[src/rtl/core/ffha_pkg.sv]
// ----------------------------------------------------------------------------
// ffha_pkg
// Shared types and codes for the first-fit heap allocator.
// ----------------------------------------------------------------------------
package ffha_pkg;

    localparam int unsigned ADDR_W = 11;
    localparam int unsigned REQ_W  = 12;
    localparam int unsigned FREE_W = 12;

    localparam int unsigned HEAP_BYTES = 2048;

    typedef enum logic [1:0] {
        OP_ALLOC   = 2'd0,
        OP_FREE    = 2'd1,
        OP_REALLOC = 2'd2,
        OP_QUERY   = 2'd3
    } op_t;

    typedef enum logic [1:0] {
        ST_OK       = 2'd0,
        ST_NOSPACE  = 2'd1,
        ST_NOTFOUND = 2'd2
    } status_t;

    typedef struct packed {
        logic [1:0]        operation;
        logic [ADDR_W-1:0] address;
        logic [REQ_W-1:0]  request_size;
    } req_item_t;

    typedef struct packed {
        logic [ADDR_W-1:0] result_address;
        logic [1:0]        status;
        logic [FREE_W-1:0] free_bytes;
    } rsp_item_t;

endpackage

[src/rtl/core/first_fit_heap_allocator.sv]
// ----------------------------------------------------------------------------
// first_fit_heap_allocator
// First-fit allocator over a table of contiguous heap blocks; the heap size
// comes from the package. Every operation runs through the same steps: the
// transfer is taken, one full turn of the ring of MAX_BLOCKS cells, rotating
// one entry a cycle, examines each entry at the head cell, a decision is made,
// a second full turn writes the changes back as the entries pass the head, and
// the result register is loaded. A result still waiting in that register holds
// the last step until it is taken. The next operation is taken once the result
// register is loaded.
// ----------------------------------------------------------------------------
module first_fit_heap_allocator #(
    parameter int unsigned HEADER_BYTES = 16,
    parameter int unsigned MAX_BLOCKS   = 128
) (
    input  logic                 clk,
    input  logic                 rst_n,
    input  logic                 in_valid,
    output logic                 in_ready,
    input  ffha_pkg::req_item_t  in_data,
    output logic                 out_valid,
    input  logic                 out_ready,
    output ffha_pkg::rsp_item_t  out_data
);
    import ffha_pkg::*;

    localparam int unsigned OFF_W = $clog2(HEAP_BYTES + 1);
    localparam int unsigned IDX_W = $clog2(MAX_BLOCKS);
    localparam int unsigned CNT_W = $clog2(MAX_BLOCKS + 1);
    localparam int unsigned SUM_W = OFF_W + CNT_W + 1;

    typedef enum logic [2:0] {S_IDLE, S_SCAN, S_APPLY, S_ROT, S_DONE} state_t;

    state_t             state_reg;
    req_item_t          item_reg;
    logic [CNT_W-1:0]   pos_reg;
    logic [IDX_W-1:0]   tail_reg;
    logic               fit_reg, fnd_reg;
    logic [IDX_W-1:0]   fit_idx_reg, fnd_idx_reg;
    logic [OFF_W-1:0]   fit_off_reg, tail_off_reg, prev_off_reg;
    logic [SUM_W-1:0]   sum_reg;
    logic               prev_used_reg;
    logic [OFF_W-1:0]   prev_size_reg;
    logic               wr_en_reg;
    logic [IDX_W-1:0]   wr_idx_reg;
    logic [OFF_W-1:0]   wr_size_reg;
    logic               wr_used_reg;
    logic               fr_en_reg;
    logic               nt_en_reg;
    logic [OFF_W-1:0]   nt_off_reg;
    status_t            st_reg;
    logic [ADDR_W-1:0]  ra_reg;
    logic               out_valid_reg;
    rsp_item_t          out_reg;

    logic [OFF_W-1:0] c_off  [MAX_BLOCKS];
    logic [OFF_W-1:0] c_size [MAX_BLOCKS];
    logic             c_used [MAX_BLOCKS];
    logic [OFF_W-1:0] n_off  [MAX_BLOCKS];
    logic [OFF_W-1:0] n_size [MAX_BLOCKS];
    logic             n_used [MAX_BLOCKS];
    logic             shift;
    logic             load0;

    // Cell 0 is the head; ring rotates towards lower indexes. After a full
    // turn of MAX_BLOCKS shifts every entry is back in place.
    assign shift = (state_reg == S_SCAN) || (state_reg == S_ROT);

    logic [IDX_W-1:0] head_idx;
    assign head_idx = pos_reg[IDX_W-1:0];

    always_comb
    begin
        for (int k = 0; k < MAX_BLOCKS; k++)
        begin
            n_off[k]  = c_off[(k + 1) % MAX_BLOCKS];
            n_size[k] = c_size[(k + 1) % MAX_BLOCKS];
            n_used[k] = c_used[(k + 1) % MAX_BLOCKS];
        end
        // write-back during the second turn as the target entry passes the head
        if (state_reg == S_ROT && fr_en_reg && head_idx == fnd_idx_reg)
            n_used[MAX_BLOCKS-1] = 1'b0;
        if (state_reg == S_ROT && wr_en_reg && head_idx == wr_idx_reg)
        begin
            n_size[MAX_BLOCKS-1] = wr_size_reg;
            n_used[MAX_BLOCKS-1] = wr_used_reg;
        end
        if (state_reg == S_ROT && nt_en_reg && head_idx == IDX_W'(tail_reg + 1'b1))
        begin
            n_off[MAX_BLOCKS-1]  = nt_off_reg;
            n_size[MAX_BLOCKS-1] = '0;
            n_used[MAX_BLOCKS-1] = 1'b0;
        end
    end
    assign load0 = 1'b0;

    for (genvar g = 0; g < MAX_BLOCKS; g++)
    begin : g_cell
        ffha_cell #(.OFF_W(OFF_W)) u_cell (
            .clk(clk), .rst_n(rst_n), .shift(shift), .load(load0),
            .in_offset(n_off[g]), .in_size(n_size[g]), .in_used(n_used[g]),
            .offset(c_off[g]), .size(c_size[g]), .used(c_used[g])
        );
    end

    logic [OFF_W-1:0] req_w, addr_w, hdr_w;
    assign req_w  = OFF_W'(item_reg.request_size);
    assign addr_w = OFF_W'(item_reg.address);
    assign hdr_w  = OFF_W'(HEADER_BYTES);

    logic below_tail, is_target_op, match_here, fit_here;
    assign below_tail   = head_idx < tail_reg;
    assign is_target_op = item_reg.operation == OP_FREE || item_reg.operation == OP_REALLOC;
    assign match_here   = below_tail && !fnd_reg
                          && ({1'b0, c_off[0]} + {1'b0, hdr_w}) == {1'b0, addr_w};
    // realloc frees its own block first, so the matched entry counts as free
    assign fit_here     = below_tail && !fit_reg
                          && (!c_used[0] || (match_here && item_reg.operation == OP_REALLOC))
                          && c_size[0] >= req_w;

    logic [SUM_W-1:0] add_term;
    always_comb
    begin
        add_term = '0;
        if (pos_reg != '0 && IDX_W'(pos_reg - 1'b1) < tail_reg)
        begin
            if (prev_used_reg)
                add_term = SUM_W'(c_off[0]) - SUM_W'(prev_off_reg) - SUM_W'(hdr_w)
                           - SUM_W'(prev_size_reg);
            else
                add_term = SUM_W'(prev_size_reg) + SUM_W'(hdr_w);
        end
    end

    logic [OFF_W-1:0] base_off;
    logic [OFF_W+1:0] p_ext, pr_ext, heap_ext;
    assign base_off = fit_reg ? fit_off_reg : tail_off_reg;
    assign heap_ext = (OFF_W+2)'(HEAP_BYTES);
    assign p_ext    = (OFF_W+2)'(base_off) + (OFF_W+2)'(hdr_w);
    assign pr_ext   = p_ext + (OFF_W+2)'(req_w);

    logic [SUM_W:0]   total;
    logic [SUM_W-1:0] sat_sum;
    assign total   = {1'b0, sum_reg} + (SUM_W+1)'(HEAP_BYTES) - (SUM_W+1)'(tail_off_reg);
    assign sat_sum = (total > (SUM_W+1)'(4095)) ? SUM_W'(4095) : total[SUM_W-1:0];

    status_t           dec_st;
    logic [ADDR_W-1:0] dec_ra;
    logic              dec_fr, dec_wr, dec_nt;

    always_comb
    begin
        dec_st = ST_OK;
        dec_ra = '0;
        dec_fr = 1'b0;
        dec_wr = 1'b0;
        dec_nt = 1'b0;
        if (item_reg.operation != OP_QUERY)
        begin
            if (is_target_op && !fnd_reg)
                dec_st = ST_NOTFOUND;
            else if (item_reg.operation == OP_FREE
                     || (item_reg.operation == OP_REALLOC && item_reg.request_size == '0))
            begin
                dec_fr = 1'b1;
                if (item_reg.operation == OP_REALLOC)
                    dec_ra = item_reg.address;
            end
            else
            begin
                // allocate; a realloc drops its old block whatever the outcome
                dec_fr = is_target_op;
                if (p_ext + {2'b0, req_w} > heap_ext)
                    dec_st = ST_NOSPACE;
                else if (fit_reg)
                begin
                    dec_wr = 1'b1;
                    dec_ra = ADDR_W'(p_ext);
                end
                else if (pr_ext + {2'b0, hdr_w} < heap_ext
                         && (CNT_W+1)'(tail_reg) + 1'b1 < (CNT_W+1)'(MAX_BLOCKS))
                begin
                    dec_wr = 1'b1;
                    dec_nt = 1'b1;
                    dec_ra = ADDR_W'(p_ext);
                end
                else
                    dec_st = ST_NOSPACE;
            end
        end
    end

    always_ff @(posedge clk or negedge rst_n)
    begin
        if (!rst_n)
        begin
            state_reg     <= S_IDLE;
            tail_reg      <= '0;
            out_valid_reg <= 1'b0;
            pos_reg       <= '0;
            wr_en_reg     <= 1'b0;
            fr_en_reg     <= 1'b0;
            nt_en_reg     <= 1'b0;
        end
        else
        begin
            if (out_valid_reg && out_ready && state_reg != S_DONE)
                out_valid_reg <= 1'b0;
            unique case (state_reg)
                S_IDLE:
                begin
                    if (in_valid && in_ready)
                    begin
                        item_reg  <= in_data;
                        pos_reg   <= '0;
                        fit_reg   <= 1'b0;
                        fnd_reg   <= 1'b0;
                        sum_reg   <= '0;
                        wr_en_reg <= 1'b0;
                        fr_en_reg <= 1'b0;
                        nt_en_reg <= 1'b0;
                        state_reg <= S_SCAN;
                    end
                end
                S_SCAN:
                begin
                    prev_off_reg  <= c_off[0];
                    prev_size_reg <= c_size[0];
                    prev_used_reg <= c_used[0];
                    sum_reg       <= sum_reg + add_term;
                    if (match_here && is_target_op)
                    begin
                        fnd_reg     <= 1'b1;
                        fnd_idx_reg <= head_idx;
                    end
                    if (fit_here)
                    begin
                        fit_reg     <= 1'b1;
                        fit_idx_reg <= head_idx;
                        fit_off_reg <= c_off[0];
                    end
                    if (head_idx == tail_reg)
                        tail_off_reg <= c_off[0];
                    pos_reg <= pos_reg + 1'b1;
                    if (pos_reg == CNT_W'(MAX_BLOCKS - 1))
                        state_reg <= S_APPLY;
                end
                S_APPLY:
                begin
                    pos_reg     <= '0;
                    state_reg   <= S_ROT;
                    st_reg      <= dec_st;
                    ra_reg      <= dec_ra;
                    fr_en_reg   <= dec_fr;
                    wr_en_reg   <= dec_wr;
                    nt_en_reg   <= dec_nt;
                    wr_idx_reg  <= fit_reg ? fit_idx_reg : tail_reg;
                    wr_size_reg <= req_w;
                    wr_used_reg <= 1'b1;
                    nt_off_reg  <= OFF_W'(pr_ext);
                end
                S_ROT:
                begin
                    pos_reg <= pos_reg + 1'b1;
                    if (pos_reg == CNT_W'(MAX_BLOCKS - 1))
                        state_reg <= S_DONE;
                end
                S_DONE:
                begin
                    if (!out_valid_reg || out_ready)
                    begin
                        out_valid_reg          <= 1'b1;
                        out_reg.result_address <= ra_reg;
                        out_reg.status         <= st_reg;
                        out_reg.free_bytes     <= (item_reg.operation == OP_QUERY)
                                                  ? FREE_W'(sat_sum) : '0;
                        if (nt_en_reg)
                            tail_reg <= IDX_W'(tail_reg + 1'b1);
                        state_reg <= S_IDLE;
                    end
                end
                default: state_reg <= S_IDLE;
            endcase
        end
    end

    assign in_ready  = (state_reg == S_IDLE);
    assign out_valid = out_valid_reg;
    assign out_data  = out_reg;

`ifndef NO_ASSERTIONS
    a_tail_range: assert property (@(posedge clk) disable iff (!rst_n)
        (CNT_W+1)'(tail_reg) < (CNT_W+1)'(MAX_BLOCKS)) else $error("tail out of range");
    a_one_rsp: assert property (@(posedge clk) disable iff (!rst_n)
        (state_reg == S_DONE && !(out_valid_reg && !out_ready)) |=> out_valid_reg)
        else $error("result lost");
    a_status: assert property (@(posedge clk) disable iff (!rst_n)
        out_valid_reg && out_reg.status != ST_OK |-> out_reg.result_address == '0)
        else $error("failed op with address");
`endif

endmodule

[src/rtl/core/ffha_cell.sv]
// ----------------------------------------------------------------------------
// ffha_cell
// One block-table entry: offset, size and used flag. The entry's contents
// shift one cell a cycle around the ring while the sequencer walks the table.
// ----------------------------------------------------------------------------
module ffha_cell #(
    parameter int unsigned OFF_W = 11
) (
    input  logic             clk,
    input  logic             rst_n,
    input  logic             shift,
    input  logic             load,
    input  logic [OFF_W-1:0] in_offset,
    input  logic [OFF_W-1:0] in_size,
    input  logic             in_used,
    output logic [OFF_W-1:0] offset,
    output logic [OFF_W-1:0] size,
    output logic             used
);

    logic [OFF_W-1:0] offset_reg;
    logic [OFF_W-1:0] size_reg;
    logic             used_reg;

    always_ff @(posedge clk or negedge rst_n)
    begin
        if (!rst_n)
        begin
            offset_reg <= '0;
            used_reg   <= 1'b0;
        end
        else if (shift || load)
        begin
            offset_reg <= in_offset;
            used_reg   <= in_used;
        end
    end

    always_ff @(posedge clk)
    begin
        if (shift || load)
            size_reg <= in_size;
    end

    assign offset = offset_reg;
    assign size   = size_reg;
    assign used   = used_reg;

endmodule
[config.mk]
export PLATFORM = sky130hd
export DESIGN_NAME = first_fit_heap_allocator
export DESIGN_NICKNAME = d
export VERILOG_FILES = /design/src/rtl/core/ffha_pkg.sv /design/src/rtl/core/first_fit_heap_allocator.sv /design/src/rtl/core/ffha_cell.sv
export SDC_FILE = /design/constraint.sdc
export NUM_CORES = 2
export LEC_CHECK = 0
export BUFFER_PORTS_ARGS = -buffer_cell sky130_fd_sc_hd__buf_2
export CAP_MARGIN = 10
export CELL_PAD_IN_SITES_DETAIL_PLACEMENT = 2
export CELL_PAD_IN_SITES_GLOBAL_PLACEMENT = 2
export CORE_MARGIN = 2
export CORE_UTILIZATION = 48
export DETAILED_ROUTE_END_ITERATION = 10
export PLACE_DENSITY = 0.9
export SYNTH_ARGS = -nofsm -noshare
export SYNTH_HDL_FRONTEND = slang
export SYNTH_SLANG_ARGS = --single-unit
[constraint.sdc]
create_clock -name clk -period 74.6 [get_ports clk]
set_clock_uncertainty 0.15 [all_clocks]
set_input_delay 11.19 -clock clk [delete_from_list [all_inputs] [get_ports clk]]
set_output_delay 11.19 -clock clk [all_outputs]
set_load 0.01 [all_outputs]
==> results of run 1 <==
-- per-stage QoR --
step	util, %	hold WS (ps)	cells
detailed placement	49.7	255	12900
global placement	49.7	251	12900
floorplan	-	250	9846
-- kinds of logic after synthesis --
family | synth area share [%]
and+or+nand+nor | 16.8
DFF | 77.2
buffers and inverters | 1.68
AOI/OAI and AO/OA | 1.69
adders and majority gates | 1.49
xor gates and xnor gates | 0.779
muxes | 0.341
==> flow_summary_export.csv, run 1 <==
group,metric,value,unit
logic_synthesis,async_flop_share,49.6,%
floorplanning,die_h,507,um
place,numPortBuffers,55,
logic_synthesis,synth-edff-count,1716,
outcome,error,"[ERROR DPL-0033] detailed placement checks failed during check placement.",
clock_network,ctsHoldBuffers,0,
logic_synthesis,synth-main-ff-cell,"edfxtp_1",
logic_synthesis,postSynthCellCount,9846,
floorplanning,start_util,48.3,%
clock_network,cts_resized,0,
clock_network,htreeDepth,5,
logic_synthesis,synth_common_cells,"nand2_1, edfxtp_1, dfrtp_1",
outcome,failed_stage,"4_1_cts",
logic_synthesis,ys_types,67,
logic_synthesis,synth_top_area_share,42.4,%
place,placed_area,125000,um^2
place,globalplace.congestion,0.836,
clock_network,cts.sinks,3402,
floorplanning,rows,184,
clock_network,cts_buffers,354,
place,pre_cts_ws,58100,ps
logic_synthesis,synth_nets,10000,
logic_synthesis,post_synth.cell_area_avg,12.3,um^2
clock_network,clockBufferDepth,4,
logic_synthesis,yosysMostFrequentCell,"nand2_1",
clock_network,cts_root_buf,"clkbuf_16",
logic_synthesis,synth_seq_cells,3402,
logic_synthesis,synth_top_cell_by_area,"edfxtp_1",
clock_network,post_cts_buffers,0,
logic_synthesis,synth_seq_area_share,77.2,%
place,hpwlAfterDp,333000,um
outcome,status,"did not finish",
logic_synthesis,syn_area,121000,um^2
logic_synthesis,synth_area_leaders,"edfxtp_1, dfrtp_1, nand2_1",
logic_synthesis,synth_warnings,0,
floorplanning,num_io_pins,56,
floorplanning,die_x,507,um
==> inputs of run 2 (changes only) <==
--- a/config.mk
+++ b/config.mk
@@ -7,12 +7,10 @@
 export LEC_CHECK = 0
 export BUFFER_PORTS_ARGS = -buffer_cell sky130_fd_sc_hd__buf_2
 export CAP_MARGIN = 10
-export CELL_PAD_IN_SITES_DETAIL_PLACEMENT = 2
-export CELL_PAD_IN_SITES_GLOBAL_PLACEMENT = 2
 export CORE_MARGIN = 2
-export CORE_UTILIZATION = 48
+export CORE_UTILIZATION = 33
 export DETAILED_ROUTE_END_ITERATION = 10
-export PLACE_DENSITY = 0.9
+export PLACE_DENSITY_LB_ADDON = 0.15
 export SYNTH_ARGS = -nofsm -noshare
 export SYNTH_HDL_FRONTEND = slang
 export SYNTH_SLANG_ARGS = --single-unit
==> run 2 against run 1 <==
Effect of this change:
- the run now ends clean
- area after synthesis unchanged
- synthesized cell count stayed put
==> flow_summary_export.csv, run 2 <==
group,metric,value,unit
logic_synthesis,synth_area_leaders,"edfxtp_1, dfrtp_1, nand2_1",
clock_network,clk_pin_slew,60,ps
route,vias_per_cell,4.38,
floorplanning,die_x,611,um
cells_and_area,fillers,34800,
outcome,status,"complete, no violations",
power,leakage,60.7,nW
worst_setup_path,cp_num_buf_inv,5,
logic_synthesis,yosysMostFrequentCell,"nand2_1",
sta,max_slew_margin,22.0,%
cells_and_area,multi_input_area,25700,um^2
logic_synthesis,synth_seq_cells,3402,
worst_setup_path,crit_fanout,170,
floorplanning,dieArea,373000,um^2
route,drt_wl_total,207000,um
worst_setup_path,path_common_cell,"buf_4",
logic_synthesis,synth_warnings,0,
sta,rsz0062_at_grt,"no",
floorplanning,start_util,33.2,%
cells_and_area,fin_nets,10100,
clock_network,clockBufferDepth,4,
route,vias,66000,
place,numPortBuffers,55,
cells_and_area,areaGrowthSynthToFinish,14.3,%
route,route.detailed.drc,0,
global_routing,grt_max_degree,222,
hold_path,min_to,"g_cell[53].u_cell.size[7]",
cells_and_area,final_common_cell,"nand2_1",
worst_setup_path,rr_endpoint,"g_cell[98].u_cell.size[4]",
hold_path,min-delay-path-class,"register to register",
logic_synthesis,synth-edff-count,1716,
worst_setup_path,r2r_slack,67740,ps
worst_setup_path,crit_family,"buffers and inverters",
logic_synthesis,synth_common_cells,"nand2_1, edfxtp_1, dfrtp_1",
worst_setup_path,crit_arrival,15000,ps
floorplanning,coreArea,366000,um^2
global_routing,antenna_found_initial,5,
sta,fin_setup_tns,0,ps
sta,fin_crit_sh,19.2,%
cells_and_area,register_area,93700,um^2
floorplanning,rows,222,
power,p_per_area,29.6,nW/um^2
clock_network,cts_resized,0,
worst_setup_path,cp_slowest_cell,"buf_4",
logic_synthesis,synth-main-ff-cell,"edfxtp_1",
clock_network,cts_root_buf,"clkbuf_16",
floorplanning,die_h,611,um
sta,tightest_slew,1170,ps
worst_setup_path,reg2reg_depth,8,
cells_and_area,drive_above_1_share,6.85,%
logic_synthesis,ys_types,67,
worst_setup_path,required,75300,ps
hold_path,min_path_cells,0,
logic_synthesis,postSynthCellCount,9846,
power,max-vdd-ir-drop,0.0000201,V
place,globalplace.congestion,0.793,
hold_path,hold_start,"g_cell[54].u_cell.size[7]",
clock_network,tritoncts,"done",
clock_network,ctsHoldBuffers,0,
logic_synthesis,syn_area,121000,um^2
route,ant_nets,0,
sta,max_freq,0.0700,GHz
worst_setup_path,max_stage_delay,870,ps
global_routing,gr-usage-all-layers,11.0,%
global_routing,grt_pass1_wl,349000,um
place,hpwlAfterDp,110000,um
logic_synthesis,synth_top_area_share,42.4,%
sta,hold_ws,161,ps
sta,hold_violations,0,
cells_and_area,layout_common_cells,"nand2_1, edfxtp_1, dfrtp_1",
logic_synthesis,synth_seq_area_share,77.2,%
clock_network,htreeDepth,5,
sta,post-route-min-period,14290,ps
route,first_iter_violations,5288,
logic_synthesis,synth_top_cell_by_area,"edfxtp_1",
clock_network,cts.sinks,3402,
sta,slew_violations,0,
logic_synthesis,async_flop_share,49.6,%
route,firstDrtPassIters,5,
worst_setup_path,end_kind,"asynchronous set/reset pin",
sta,setup_viol,0,
clock_network,clock_latency,950,ps
clock_network,post_cts_buffers,0,
worst_setup_path,r2r-start,"state_reg[2]",
route,wl_per_cell,13.7,um
job,drv_cap,0,
worst_setup_path,start_kind,"primary input",
logic_synthesis,post_synth.cell_area_avg,12.3,um^2
global_routing,overflow,0,
floorplanning,num_io_pins,56,
worst_setup_path,path_cells,"buf_12 -> buf_4 -> buf_12 -> buf_4 -> buf_4",
logic_synthesis,synth_nets,10000,
clock_network,cts_buffers,368,
global_routing,grt_pass1_vias,66700,
worst_setup_path,worstSetupPathType,"primary input to asynchronous set/reset pin",
-- run 2: cell type report --
class,instances,share of cell area (%)
Sequential cell,3402,67.5
Multi-Input combinational cell,5911,18.5
Clock buffer,498,7.35
Tap cell,4816,4.34
Clock inverter,165,1.20
Timing Repair Buffer,142,0.761
Inverter,126,0.346
Antenna cell,2,0.00360
-- run 2: logic make-up (layout without fill, tap and decap cells) --
logic type	count (synthesis)	in the layout	share of synthesized area, %
XOR/XNOR	108	108	0.779
adder cells (fa/ha/maj)	142	142	1.49
flip-flops	3402	3402	77.2
buffers and inverters	533	931	1.68
multiplexers	41	41	0.341
AO/OA/AOI/OAI	309	309	1.69
other	0	2	0
AND/OR/NAND/NOR	5311	5311	16.8
-- run 2: stage by stage --
stage | instance area [um^2] | worst slack, ps | power [mW] | std cells | utilization [%]
6_report | 139000 | 60310 | 4.11 | 15100 | 38.0
5_1_grt | 139000 | 59710 | 4.30 | 15100 | 38.0
4_1_cts | 139000 | 60200 | 4.19 | 15100 | 37.9
3_5_place_dp | 127000 | 59220 | 2.37 | 14400 | 34.7
3_3_place_gp | 127000 | 59310 | 2.36 | 14400 | 34.7
2_1_floorplan | 121000 | 29630 | 2.40 | 9846 | -
-- run 2: how the worst max path moves through the flow --
stage                  from                     endpoint  slack [ps]  depth (start not counted)
2_1_floorplan  state_reg[2]     g_cell[0].u_cell.size[0]       29630                          4
4_1_cts               rst_n   g_cell[9].u_cell.offset[1]       60200                          5
5_1_grt               rst_n   g_cell[9].u_cell.offset[1]       59710                          5
3_3_place_gp          rst_n  g_cell[13].u_cell.offset[0]       59310                          5
3_5_place_dp          rst_n  g_cell[13].u_cell.offset[1]       59220                          5
6_report              rst_n   g_cell[9].u_cell.offset[1]       60310                          5
-- run 2: worst reg2reg max path, stage by stage (launching register included) --
cell and delay, ps:
dfrtp_1 470, nand2b_4 410, inv_8 530, buf_4 720, buf_4 800, buf_12 660, buf_4 1050, buf_4 880
buf_4 820
-- run 2: where the power goes --
group	internal, mW	switching (mW)
registers	2.00	0.0172
logic	0.0967	0.216
clock network	1.05	0.732
-- run 2: metal layers --
metal	vias up	part of all wire (%)	track usage (%)
met3	413	3.7	1.84
met5	-	0	0
li1	32300	-	-
met4	0	3.0	3.89
met2	805	43	16.5
met1	32500	50	16.2
Power figures use the tool's default switching activity.
